==> src/sv/gscd_pkg.sv <==
// ----------------------------------------------------------------------------
// gscd_pkg
// Shared constants, types and the byte-wide crc-16/modbus step for the gas
// sensor frame decoder.
// ----------------------------------------------------------------------------
package gscd_pkg;

   // frame layout
   localparam int PosWidth = 5;
   typedef logic [PosWidth-1:0] pos_type;

   localparam pos_type POS_FIRST     = 5'd0;
   localparam pos_type POS_CRC_FIRST = 5'd2;
   localparam pos_type POS_ECO2_HI   = 5'd9;
   localparam pos_type POS_ECO2_LO   = 5'd10;
   localparam pos_type POS_TVOC_HI   = 5'd11;
   localparam pos_type POS_TVOC_LO   = 5'd12;
   localparam pos_type POS_HCHO_HI   = 5'd13;
   localparam pos_type POS_HCHO_LO   = 5'd14;
   localparam pos_type POS_CRC_LO    = 5'd15;
   localparam pos_type POS_CRC_HI    = 5'd16;

   // crc-16/modbus
   localparam logic [15:0] CRC_INIT = 16'hFFFF;
   localparam logic [15:0] CRC_POLY = 16'hA001;

   // configuration register map (word index)
   localparam logic CSR_IDX_FULL_SET = 1'b0;
   localparam logic FULL_SET_RESET   = 1'b1;

   // scaling: x*123/100 and x*41/10, division by reciprocal multiplication
   localparam int HchoProdWidth  = 23;
   localparam int HchoRecipWidth = 25;
   localparam int HchoShift      = 31;
   localparam int HchoQuotWidth  = 17;
   localparam logic [6:0] HCHO_MUL = 7'd123;
   localparam logic [HchoRecipWidth-1:0] HCHO_RECIP = 25'd21474837;

   localparam int TvocProdWidth  = 22;
   localparam int TvocRecipWidth = 22;
   localparam int TvocShift      = 25;
   localparam int TvocQuotWidth  = 19;
   localparam logic [5:0] TVOC_MUL = 6'd41;
   localparam logic [TvocRecipWidth-1:0] TVOC_RECIP = 22'd3355444;

   // one byte through the reflected crc, lsb first
   function automatic logic [15:0] crc_byte(input logic [15:0] crc_in,
                                            input logic [7:0]  data);
      logic [15:0] crc;
      crc = crc_in ^ {8'h00, data};
      for (int k = 0; k < 8; k++) begin
         if (crc[0]) begin
            crc = (crc >> 1) ^ CRC_POLY;
         end else begin
            crc = crc >> 1;
         end
      end
      return crc;
   endfunction

endpackage

==> src/sv/gscd_scale.sv <==
// ----------------------------------------------------------------------------
// gscd_scale
// Scales the captured tvoc and hcho words: product by the gain is registered
// one byte ahead, then the divide by 10 or 100 runs as a reciprocal multiply.
// ----------------------------------------------------------------------------
module gscd_scale (
   input  logic        clock,
   input  logic        load,
   input  logic [15:0] raw_tvoc,
   input  logic [15:0] raw_hcho,
   output logic [15:0] tvoc_scaled,
   output logic [15:0] hcho_scaled
);

   logic [gscd_pkg::HchoProdWidth-1:0] hcho_prod_ff;
   logic [gscd_pkg::HchoProdWidth-1:0] hcho_prod_in;
   logic [gscd_pkg::TvocProdWidth-1:0] tvoc_prod_ff;
   logic [gscd_pkg::TvocProdWidth-1:0] tvoc_prod_in;

   logic [gscd_pkg::HchoProdWidth+gscd_pkg::HchoRecipWidth-1:0] hcho_wide;
   logic [gscd_pkg::TvocProdWidth+gscd_pkg::TvocRecipWidth-1:0] tvoc_wide;
   logic [gscd_pkg::HchoQuotWidth-1:0] hcho_quot;
   logic [gscd_pkg::TvocQuotWidth-1:0] tvoc_quot;

   // gain products
   assign hcho_prod_in = gscd_pkg::HchoProdWidth'(raw_hcho) *
                         gscd_pkg::HchoProdWidth'(gscd_pkg::HCHO_MUL);
   assign tvoc_prod_in = gscd_pkg::TvocProdWidth'(raw_tvoc) *
                         gscd_pkg::TvocProdWidth'(gscd_pkg::TVOC_MUL);

   always_ff @(posedge clock) begin
      if (load) begin
         hcho_prod_ff <= hcho_prod_in;
         tvoc_prod_ff <= tvoc_prod_in;
      end
   end

   // divide by reciprocal, exact floor over the product range
   assign hcho_wide = {{gscd_pkg::HchoRecipWidth{1'b0}}, hcho_prod_ff} *
                      {{gscd_pkg::HchoProdWidth{1'b0}}, gscd_pkg::HCHO_RECIP};
   assign tvoc_wide = {{gscd_pkg::TvocRecipWidth{1'b0}}, tvoc_prod_ff} *
                      {{gscd_pkg::TvocProdWidth{1'b0}}, gscd_pkg::TVOC_RECIP};

   assign hcho_quot = hcho_wide[gscd_pkg::HchoShift +: gscd_pkg::HchoQuotWidth];
   assign tvoc_quot = tvoc_wide[gscd_pkg::TvocShift +: gscd_pkg::TvocQuotWidth];

   // saturate to 16 bits
   assign hcho_scaled = (|hcho_quot[gscd_pkg::HchoQuotWidth-1:16]) ? 16'hFFFF
                                                                    : hcho_quot[15:0];
   assign tvoc_scaled = (|tvoc_quot[gscd_pkg::TvocQuotWidth-1:16]) ? 16'hFFFF
                                                                    : tvoc_quot[15:0];

endmodule

==> config.mk <==
export PLATFORM = sky130hd
export DESIGN_NAME = gscd_scale
export DESIGN_NICKNAME = d
export VERILOG_FILES = /design/src/sv/gscd_pkg.sv /design/src/sv/gscd_scale.sv
export SDC_FILE = /design/constraint.sdc
export NUM_CORES = 1
export LEC_CHECK = 0
export BUFFER_PORTS_ARGS = -buffer_cell sky130_fd_sc_hd__buf_4
export CELL_PAD_IN_SITES_DETAIL_PLACEMENT = 2
export CELL_PAD_IN_SITES_GLOBAL_PLACEMENT = 2
export CORE_MARGIN = 1.5
export CORE_UTILIZATION = 47
export DETAILED_ROUTE_END_ITERATION = 10
export PLACE_DENSITY_LB_ADDON = 0.08
export SYNTH_ARGS = -nofsm -noshare
export SYNTH_HDL_FRONTEND = slang
export SYNTH_SLANG_ARGS = --single-unit
==> constraint.sdc <==
create_clock -name clock -period 12.33 [get_ports clock]
set_input_delay 1.233 -clock clock [delete_from_list [all_inputs] [get_ports clock]]
set_output_delay 1.233 -clock clock [all_outputs]
set_load 0.01 [all_outputs]
# Word-level counts from Yosys, hierarchy flattened
# Cells that the tools add are included.
totals:
  reg_bits: 45
  input_bits: 34
  wordCells: 9
classes:
  n_mul: 4
  mux: 2
  reduce_logical: 1
op_table:
  columns: ["operator", "count"]
  rows:
  - ["$mul 23x25->48 const B", 1]
  - ["$mul 22x20->42 const B", 1]
  - ["$mux 16", 2]
  - ["$mul 16x7->23 const B", 1]
  - ["$mul 16x6->22 const B", 1]
  - ["$reduce_or 3->1", 1]

# Longest topological paths before layout
# Gate-level depths: netlist (run 1).
depth:
  word_depth: 3
  mapped_depth: 24

# Worst setup path before layout (run 1)
# OpenSTA, ideal clock, no wires.
synth_path:
  kind: "register -> output"
  from: "register hcho_prod_ff[6] (netlist bit)"
  to: "output port hcho_scaled[9]"
  arrival_time_ns: 6.482
  t_required_ns: 11.097
  path_slack_ns: 4.615
  path_stages_with_launch: 21
  n_path_buf: 0
  cell_sequence: "edfxtp_1 -> fa_1 -> fa_1 -> inv_1 -> fa_1 -> inv_1 -> fa_1 -> fa_1 -> fa_1 -> inv_1 -> fa_1 -> inv_1 -> ha_1 -> nand3_1 -> or4_1 -> nor4_1 -> o2111ai_1 -> nand4b_1 -> a21oi_1 -> o211a_1 -> o211ai_1"
synth_via:
  elab_chain_len: 2
synth_rtl:
  columns: ["element", "line", "rtl"]
  rows:
  - ["from (decl)", "gscd_scale.sv:15", "logic [gscd_pkg::HchoProdWidth-1:0] hcho_prod_ff;"]
  - ["from (signal assigned)", "gscd_scale.sv:33", "hcho_prod_ff <= hcho_prod_in;"]
  - ["$mul 23x25->48", "gscd_scale.sv:39", "assign hcho_wide = {{gscd_pkg::HchoRecipWidth{1'b0}}, hcho_prod_ff} *"]
  - ["$mux 16", "gscd_scale.sv:48", "assign hcho_scaled = (|hcho_quot[gscd_pkg::HchoQuotWidth-1:16]) ? 16'hFFFF"]
  - ["to (decl)", "gscd_scale.sv:12", "output logic [15:0] hcho_scaled"]
# No other way between the ends.

# Worst setup path in the final report (run 1)
layout_path:
  from: "register tvoc_prod_ff[6] (netlist bit)"
  to: "output port tvoc_scaled[13]"
layout_via:
  elab_chain_len: 3
layout_rtl:
  columns: ["element", "line", "rtl"]
  rows:
  - ["from (decl)", "gscd_scale.sv:17", "logic [gscd_pkg::TvocProdWidth-1:0] tvoc_prod_ff;"]
  - ["from (signal assigned)", "gscd_scale.sv:34", "tvoc_prod_ff <= tvoc_prod_in;"]
  - ["$mul 22x20->42 (*)", "gscd_scale.sv:41", "assign tvoc_wide = {{gscd_pkg::TvocRecipWidth{1'b0}}, tvoc_prod_ff} *"]
  - ["$reduce_or 3->1", "gscd_scale.sv:50", "assign tvoc_scaled = (|tvoc_quot[gscd_pkg::TvocQuotWidth-1:16]) ? 16'hFFFF"]
  - ["$mux 16 (*)", "gscd_scale.sv:50", null]
  - ["to (decl)", "gscd_scale.sv:11", "output logic [15:0] tvoc_scaled,"]
# Every way passes the cells marked *; elsewhere a longest branch is shown, timed or not.

==> metrics.txt, run 1 <==
Setup CP Type reg2out; Clock Path Buffers 2; Initial Utilization 47.7%; final layout net count 3,351; routability cong. 0.921; Final Hold Fails 0; Most common cell on crit path fa_1; fin crit period 8.99 ns; full die area 49,900 µm²; grt ovf 0; dpl cell area 24,000 µm²; Tcrit/Tclk final 72.9%; CTS clk-pin slew, worst paths 0.09 ns; crit path launch type flop; DRC 0; CP arrival 7.75 ns; Syn. warnings 0; crit-path cells ha_1 -> inv_1 -> fa_1 -> inv_1 -> fa_1 -> fa_1 -> fa_1 -> fa_1 -> inv_1 -> fa_1 -> inv_1 -> ha_1 -> nand4_1 -> a211oi_1 -> o311a_4 -> a31oi_4 -> o21ai_4 -> a211oi_2 -> nor4_4 -> o221ai_1 -> buf_4; synthesized area 22,800 µm²; Sequential Area 1350 µm²; Primary FF master, synth edfxtp_1; outcome complete, no violations; I/O pin count 66; slew of the pin with the lowest slew margin 0.916 ns; layout filler cell count 5,039; setup TNS 0 ns; Yosys top cell by area fa_1; total of max-cap violations 0; largest net degree at the start of global routing 46; clock buffer count from CTS 5; CP max FO 16; top post-synthesis cells by count inv_1 (748), ha_1 (560), fa_1 (413); CP Capture Type output pin; RSZ-0062 raised after global routing no; register area share after synthesis 5.92%; gr usage total 31.3%; Post-synth ARST share 0%; Site Rows 80; Yosys cell types 68; cts repair resizes 0; Die H 223 µm; Port-buffer cells 65; total number of H-tree levels 2; Hold Crit Class in2reg; Area contributors post-synth fa_1 (36%), ha_1 (31%), inv_1 (12%), edfxtp_1 (5.9%), xnor2_1 (1.6%); post-CTS setup buffers 0; Avg Inst Size Synth 10.0 µm²; cell count after synthesis 2,282; Yosys top cell area share 36.2%; final wirelength 74.5 mm; share of layout cells above drive strength 1 4.05%; CORE AREA 47,800 µm²; Max transition margin 39.0%; antenna violations before repair 1; first-pass GRT wire length 116 mm; Slowest-stage cell, CP nor4_4; f_max 111 MHz; CTS tree built; # setup viols final 0; root buf cell clkbuf_16; DRT Pass-1 Iters 5; Initial DRC Count 652; Max stage delay on crit path 0.82 ns; Post-Syn Nets 3,289; post-route ant nets 0; dpl hpwl 68.8 mm; Slew Limit Fails 0; top-count cell post-synth inv_1; number of global-route vias before repair 19,680; Die X-Extent 223 µm; Crit path required time 11.10 ns; vias 16,232; design area 24,200 µm²; area delta synth->final 5.91%; Hold-fix buffers, CTS 0; Multi-input gate area 18,600 µm²; Yosys reg bits 45; Clock Sinks 45; vias per cell 5.48; wire per inst 25.1 µm; EDFF count, synth 45
cell usage in the layout, fill, tap and decap left out, types with 4 or more instances in the layout:
cell         n
nand3_1     25
a21o_1      44
o21a_1       5
o21bai_1    11
edfxtp_1    45
nor2b_1      6
nand2_1     30
clkbuf_16    5
a211oi_1    10
ha_1       560
nand4_1     14
nor3_1      24
and2_1       7
or2_2        6
nor4_1       4
xor2_1      20
a31oi_1     10
a22o_1       4
and3_1      12
inv_1      748
nor2_1      45
o211a_1      6
o221ai_1     5
xnor2_1     43
and4_1       4
o211ai_1    14
o21ai_0     32
o31ai_1      7
fa_1       413
a21oi_1     59
buf_4       65
layer usage:
metal / GRT usage [%] / vias up / wire, µm
met4: 7.98 / 0 / 1800
met1: 40.1 / 8486 / 32100
met2: 54.3 / 322 / 36800
met5: 0 / - / 0
met3: 5.98 / 97 / 3830
li1: - / 7327 / -
critical path: cells and delay by family, from the launching register on:
kind            cells  cell delay (ns)
fa+ha+maj           8             3.61
compound gates      6             1.60
simple gates        2             0.98
buf+inv             5             0.65
flops               1             0.54
logic make-up (layout without fill, tap and decap cells):
family / count (synthesis) / after routing / share of synthesized area, %
DFF: 45 / 45 / 5.92
other: 0 / 2 / 0
buffers and inverters: 758 / 821 / 12.5
xor gates and xnor gates: 64 / 64 / 2.49
adders and majority gates: 973 / 973 / 66.9
and+or+nand+nor: 194 / 194 / 4.44
AOI/OAI and AO/OA: 248 / 248 / 7.70
flip-flops by register name, indices dropped and copies added (netlist names):
signal / count
tvoc_prod_ff: 22
hcho_prod_ff: 23
area by class of cell:
| type | instances | area share [%] |
|---|---|---|
| Multi-Input combinational cell | 1479 | 77.0 |
| Inverter | 748 | 11.6 |
| Sequential cell | 45 | 5.59 |
| Tap cell | 615 | 3.18 |
| Timing Repair Buffer | 65 | 2.02 |
| Clock buffer | 5 | 0.517 |
| Clock inverter | 3 | 0.0724 |
| Antenna cell | 2 | 0.0207 |
final timing paths:
path / slack (ns) / depth (start not counted) / end / from
hold / removal: 1.11 / 1 / tvoc_prod_ff[0]$_DFFE_PP_ / raw_tvoc[0]
setup / recovery: 3.34 / 21 / tvoc_scaled[13] / tvoc_prod_ff[6]$_DFFE_PP_
per-stage QoR:
stage | cells | utilization [%] | hold slack, ns | worst slack [ns]
finish | 2962 | 50.5 | 1.11 | 3.34
global route | 2960 | 50.5 | 1.11 | 3.01
CTS | 2960 | 50.5 | 1.10 | 3.34
detailed placement | 2952 | 50.2 | 1.46 | 3.70
global placement | 2952 | 50.2 | 1.45 | 4.07
floorplan | 2282 | - | 1.33 | 4.62
Power of run 1 is left out: the tool's default activity adds up to more than one toggle a clock period on the data nets, which glitch-free logic cannot reach.
==> run 2, diff against run 1 <==
--- a/config.mk
+++ b/config.mk
@@ -9,7 +9,7 @@
 export CELL_PAD_IN_SITES_DETAIL_PLACEMENT = 2
 export CELL_PAD_IN_SITES_GLOBAL_PLACEMENT = 2
 export CORE_MARGIN = 1.5
-export CORE_UTILIZATION = 47
+export CORE_UTILIZATION = 40
 export DETAILED_ROUTE_END_ITERATION = 10
 export PLACE_DENSITY_LB_ADDON = 0.08
 export SYNTH_ARGS = -nofsm -noshare
==> constraint.sdc (replaced) <==
create_clock -name clock -period 7.8 [get_ports clock]
set_input_delay 0.78 -clock clock [delete_from_list [all_inputs] [get_ports clock]]
set_output_delay 0.78 -clock clock [all_outputs]
set_load 0.01 [all_outputs]
==> run 2 against run 1 <==
Effect of this change:
- die area up 17%
- critical path depth up 5
- first-iteration DRC count down 0.15%
- hold slack worse by 0.46 ns
- count of clock-buffer cells in the layout unchanged
- via count up 1.2%
- critical endpoint is now tvoc_scaled[7]
- highest routed layer unchanged
- utilization down 3.9 points
==> metrics.txt, run 2 (synthesis results as in run 1) <==
slew of the pin with the lowest slew margin 0.885 ns (-0.0302 ns); Port-buffer cells 65 (unchanged); first-pass GRT wire length 108 mm (-6.9%); post-route ant nets 0 (unchanged); dpl cell area 24,400 µm² (+1.7%); Die X-Extent 242 µm (+8.3%); Crit path required time 7.02 ns (-4.08 ns); vias per cell 5.08 (-7.4%); Slew Limit Fails 0 (unchanged); final wirelength 71.0 mm (-4.7%); Die H 242 µm (+8.3%); area delta synth->final 15.2%; Hold-fix buffers, CTS 0 (unchanged); number of global-route vias before repair 18,880 (-4.1%); CP arrival 6.96 ns (-0.79 ns); CORE AREA 56,400 µm² (+18%); Hold Crit Class in2reg; f_max 129 MHz; RSZ-0062 raised after global routing yes; Initial Utilization 40.5% (-7.2 points); most common cell after layout, fill and taps aside inv_1; CP max FO 8 (-8); biggest regs hcho_prod_ff x23, tvoc_prod_ff x22; final layout net count 3,486 (+4.0%); I/O pin count 66 (unchanged); antenna violations before repair 0 (-1); total number of H-tree levels 2 (unchanged); clock buffer count from CTS 5 (unchanged); largest net degree at the start of global routing 46 (unchanged); Max transition margin 41.0% (+2.0 points); DRC 0 (unchanged); crit path launch type flop; Final Hold Fails 0 (unchanged); DRT Pass-1 Iters 4 (-1); CTS tree built; Reg with most FFs hcho_prod_ff; design area 26,300 µm² (+8.8%); root buf cell clkbuf_16; setup TNS 0 ns (unchanged); Inst Count DP 3,125 (+5.9%); # setup viols final 0 (unchanged); gr usage total 23.8% (-7.5 points); Site Rows 87 (+8.8%); Tcrit/Tclk final 99.3%; wire per inst 21.9 µm (-13%); total of max-cap violations 0 (unchanged); CTS clk-pin slew, worst paths 0.09 ns (about the same); most frequent cells in the layout inv_1 (731), ha_1 (508), fa_1 (398), buf_4 (185), a21oi_1 (50); fin crit period 7.74 ns; non-filler cells, final 3,237 (+9.3%); dpl hpwl 60.9 mm (-11%); max FFs per register 23 (unchanged); share of layout cells above drive strength 1 14.3% (+10 points); CP Capture Type output pin; routability cong. 0.882 (-4.2%); Setup CP Type reg2out; vias 16,428 (+1.2%); outcome complete, no violations; Initial DRC Count 651 (-0.15%); full die area 58,500 µm² (+17%); grt ovf 0 (unchanged); Clock Path Buffers 2 (unchanged); Clock Sinks 45 (unchanged)
-- run 2: layer usage --
| layer | vias to the layer above | GRT usage (%) | share of wire [%] |
|---|---|---|---|
| li1 | 7590 | - | - |
| met1 | 8598 | 35.6 | 49 |
| met2 | 185 | 38.8 | 48 |
| met3 | 55 | 1.23 | 2.4 |
| met4 | 0 | 3.62 | 1.5 |
| met5 | - | 0 | 0 |
-- run 2: final timing paths --
kind  cells past startpoint                         to                       start
max                      26             tvoc_scaled[7]  tvoc_prod_ff[14]$_DFFE_PP_
min                       1  tvoc_prod_ff[2]$_DFFE_PP_                 raw_tvoc[2]
-- run 2: repair_timing --
item / CTS / global route
setup buffers: 32 / 70
pin swaps: 29 / 89
setup endpoints to repair: 32 / 32
gates resized for setup: 54 / 122
cloned: 1 / 0
-- run 2: worst max-delay path: stages, from the launching register on --
cell and delay (ns):
edfxtp_1 0.52, buf_4 0.20, ha_4 0.19, fa_1 0.46
ha_1 0.31, inv_1 0.08, fa_1 0.53, inv_1 0.07
fa_1 0.46, fa_1 0.53, inv_1 0.05, fa_1 0.52
inv_1 0.06, ha_1 0.27, nand4_1 0.13, buf_6 0.14
nor3_4 0.04, o211a_4 0.17, o311a_4 0.40, a31oi_4 0.26
o21ai_4 0.10, buf_6 0.14, a311oi_4 0.28, xor2_2 0.26
buf_6 0.18, o211ai_1 0.12, buf_4 0.17
-- run 2: metrics by stage --
step | setup slack (ns) | utilization (%) | hold WS, ns
final | 0.0577 | 46.6 | 0.645
after global routing | -0.175 | 46.6 | 0.649
after CTS | 0.00108 | 44.6 | 0.642
after detailed placement | -0.266 | 43.4 | 0.998
after global placement | -0.204 | 43.4 | 0.999
after floorplan | 0.538 | - | 0.879
-- run 2: area by class of cell --
type / count / area (µm²)
Antenna cell: 1 / 2.50
Tap cell: 756 / 946
Fill cell: 6033 / 30100
Timing Repair Buffer: 200 / 1560
Clock inverter: 3 / 43.8
Clock buffer: 5 / 125
Multi-Input combinational cell: 1479 / 19500
Inverter: 748 / 2810
Sequential cell: 45 / 1350
Power of run 2 is left out for the same reason.
==> run 3, diff against run 2 <==
--- a/config.mk
+++ b/config.mk
@@ -10,8 +10,10 @@
 export CELL_PAD_IN_SITES_GLOBAL_PLACEMENT = 2
 export CORE_MARGIN = 1.5
 export CORE_UTILIZATION = 40
+export CTS_CLUSTER_SIZE = 30
 export DETAILED_ROUTE_END_ITERATION = 10
 export PLACE_DENSITY_LB_ADDON = 0.08
+export SKIP_LAST_GASP = 1
 export SYNTH_ARGS = -nofsm -noshare
 export SYNTH_HDL_FRONTEND = slang
 export SYNTH_SLANG_ARGS = --single-unit
==> constraint.sdc (replaced) <==
create_clock -name clock -period 7.8 [get_ports clock]
set_input_delay 0.78 -clock clock [delete_from_list [all_inputs] [get_ports clock]]
set_output_delay 0.78 -clock clock [all_outputs]
set_load 0.1 [all_outputs]
==> run 3 against run 2 <==
Effect of this change:
- utilization increased by 0.13 points
- sequential share of layout area about the same
- fmax decreased by 0.23%
- count of clock-buffer cells in the layout increased by 1
- non-clock buffer count increased by 9
- critical path depth decreased by 3
- hold slack improved by 0.033 ns
- cell area increased by 0.28%
- global-route usage increased by 0.091 points
- via count increased by 0.51%
- die area unchanged
- critical path type unchanged
==> metrics.txt, run 3 (synthesis results as in run 1) <==
f_max 129 MHz (-0.23%); RSZ-0062 raised after global routing yes; cell depth of the worst hold path 1 (unchanged); CP arrival 6.98 ns (+0.02 ns); crit path launch type flop; Sequential Area 1350 µm² (unchanged); Hold Crit Class in2reg; Initial Utilization 40.5% (unchanged); DRT Pass-1 Iters 5 (+1); slew of the pin with the lowest slew margin 0.795 ns (-0.0909 ns); Reg with most FFs hcho_prod_ff; CP Capture Type output pin; Clock Sinks 45 (unchanged); Max stage delay on crit path 0.56 ns (+0.03 ns); Fin Hold WS 0.679 ns (+0.0334 ns); diode count 0 (-1); Most common cell on crit path fa_1; CTS tree built; dpl hpwl 63.0 mm (+3.5%); gr usage total 23.9% (+0.091 points); DRC 0 (unchanged); max FFs per register 23 (unchanged); clock buffer count from CTS 5 (unchanged); most frequent cells in the layout inv_1 (735), ha_1 (524), fa_1 (404), buf_4 (167), a21oi_1 (54); Hold Startpoint raw_tvoc[2]; most common cell after layout, fill and taps aside inv_1; CP max FO 6 (-2); root buf cell clkbuf_16; total of max-cap violations 0 (unchanged); Multi-input gate area 19,300 µm² (-1.0%); Clock Path Buffers 2 (unchanged); first-pass GRT wire length 108 mm (about the same); Slew Limit Fails 0 (unchanged); largest net degree at the start of global routing 46 (unchanged); full die area 58,500 µm² (unchanged); Crit path required time 7.02 ns (about the same); Port-buffer cells 65 (unchanged); vias 16,511 (+0.51%); Max transition margin 47.0% (+6.1 points); Setup WS post-layout 0.0396 ns (-0.0181 ns); Setup CP Type reg2out; antenna violations before repair 1 (+1); CORE AREA 56,400 µm² (unchanged); final layout net count 3,495 (+0.26%); # setup viols final 0 (unchanged); number of global-route vias before repair 19,133 (+1.3%); biggest regs hcho_prod_ff x23, tvoc_prod_ff x22; Initial DRC Count 621 (-4.6%); Final Hold Fails 0 (unchanged); area delta synth->final 15.5%; Slowest-stage cell, CP or4b_4; Die H 242 µm (unchanged); grt ovf 0 (unchanged); post-place setup slack -0.101 ns (+0.165 ns); outcome complete, no violations; routability cong. 0.943 (+6.9%); fin crit period 7.76 ns (+0.0181 ns); wire per inst 21.6 µm (-1.6%); I/O pin count 66 (unchanged); post-route ant nets 0 (unchanged); CTS clk-pin slew, worst paths 0.08 ns (about the same); Min-Delay Endpoint tvoc_prod_ff[2]$_DFFE_PP_; crit-path cells buf_6 -> fa_2 -> fa_1 -> inv_1 -> fa_1 -> inv_1 -> fa_1 -> fa_2 -> fa_1 -> inv_1 -> fa_1 -> inv_2 -> ha_4 -> a21o_1 -> a21oi_1 -> nor2_1 -> or4b_4 -> o211ai_1 -> nand4_1 -> a31oi_1 -> xnor2_1 -> a21o_1 -> buf_12; Die X-Extent 242 µm (unchanged); total number of H-tree levels 2 (unchanged); Site Rows 87 (unchanged); layout filler cell count 6,005 (-0.46%); vias per cell 5.09 (+0.26%); final wirelength 70.0 mm (-1.4%); share of layout cells above drive strength 1 13.5% (-0.86 points); Tcrit/Tclk final 99.5% (+0.23 points)
==> run 3: worst max path at each step <==
| stage | startpoint | to |
|---|---|---|
| finish | hcho_prod_ff[7]$_DFFE_PP_ | hcho_scaled[11] |
| global route | hcho_prod_ff[8]$_DFFE_PP_ | hcho_scaled[11] |
| global placement | hcho_prod_ff[9]$_DFFE_PP_ | hcho_scaled[11] |
| floorplan | hcho_prod_ff[3]$_DFFE_PP_ | hcho_scaled[9] |
| CTS | hcho_prod_ff[12]$_DFFE_PP_ | hcho_scaled[11] |
| detailed placement | hcho_prod_ff[21]$_DFFE_PP_ | hcho_scaled[0] |
==> run 3: worst max-delay path, delay by kind of cell (launching register included) <==
kind / cells / cell delay [ns]
buf+inv: 6 / 0.57
compound gates: 5 / 1.03
xor+xnor: 1 / 0.15
flops: 1 / 0.42
fa+ha+maj: 8 / 3.66
simple gates: 3 / 0.85
==> run 3: area by class of cell <==
| class | instances | area share, % |
|---|---|---|
| Tap cell | 756 | 3.59 |
| Clock inverter | 2 | 0.128 |
| Timing Repair Buffer | 209 | 6.97 |
| Clock buffer | 6 | 0.489 |
| Sequential cell | 45 | 5.12 |
| Multi-Input combinational cell | 1479 | 73.1 |
| Inverter | 748 | 10.6 |
==> run 3: metal layers <==
layer  global-route usage, %  part of all wire (%)  up-vias
li1                        -                     -     7615
met5                       0                     0        -
met3                    2.12                   3.0       57
met4                    4.19                   1.8        0
met1                    34.0                    47     8604
met2                    40.2                    48      235
==> run 3: timing repair <==
item,in CTS,in global routing
pin swaps,24,49
hold buffers,0,0
gates resized for setup,39,112
buffers inserted,39,34
cloned,0,2
setup endpoints to repair,32,32
==> run 3: per-stage QoR <==
stage	cells	utilization (%)	area (µm²)	TNS (ns)
after global placement	3162	44.2	24900	-0.0346
after CTS	3209	45.3	25600	-0.0197
after floorplan	2282	-	23000	-2.09
final	3245	46.8	26400	0
after detailed placement	3162	44.2	24900	-0.878
after global routing	3245	46.8	26400	-2.35
Power of run 3 is left out for the same reason.
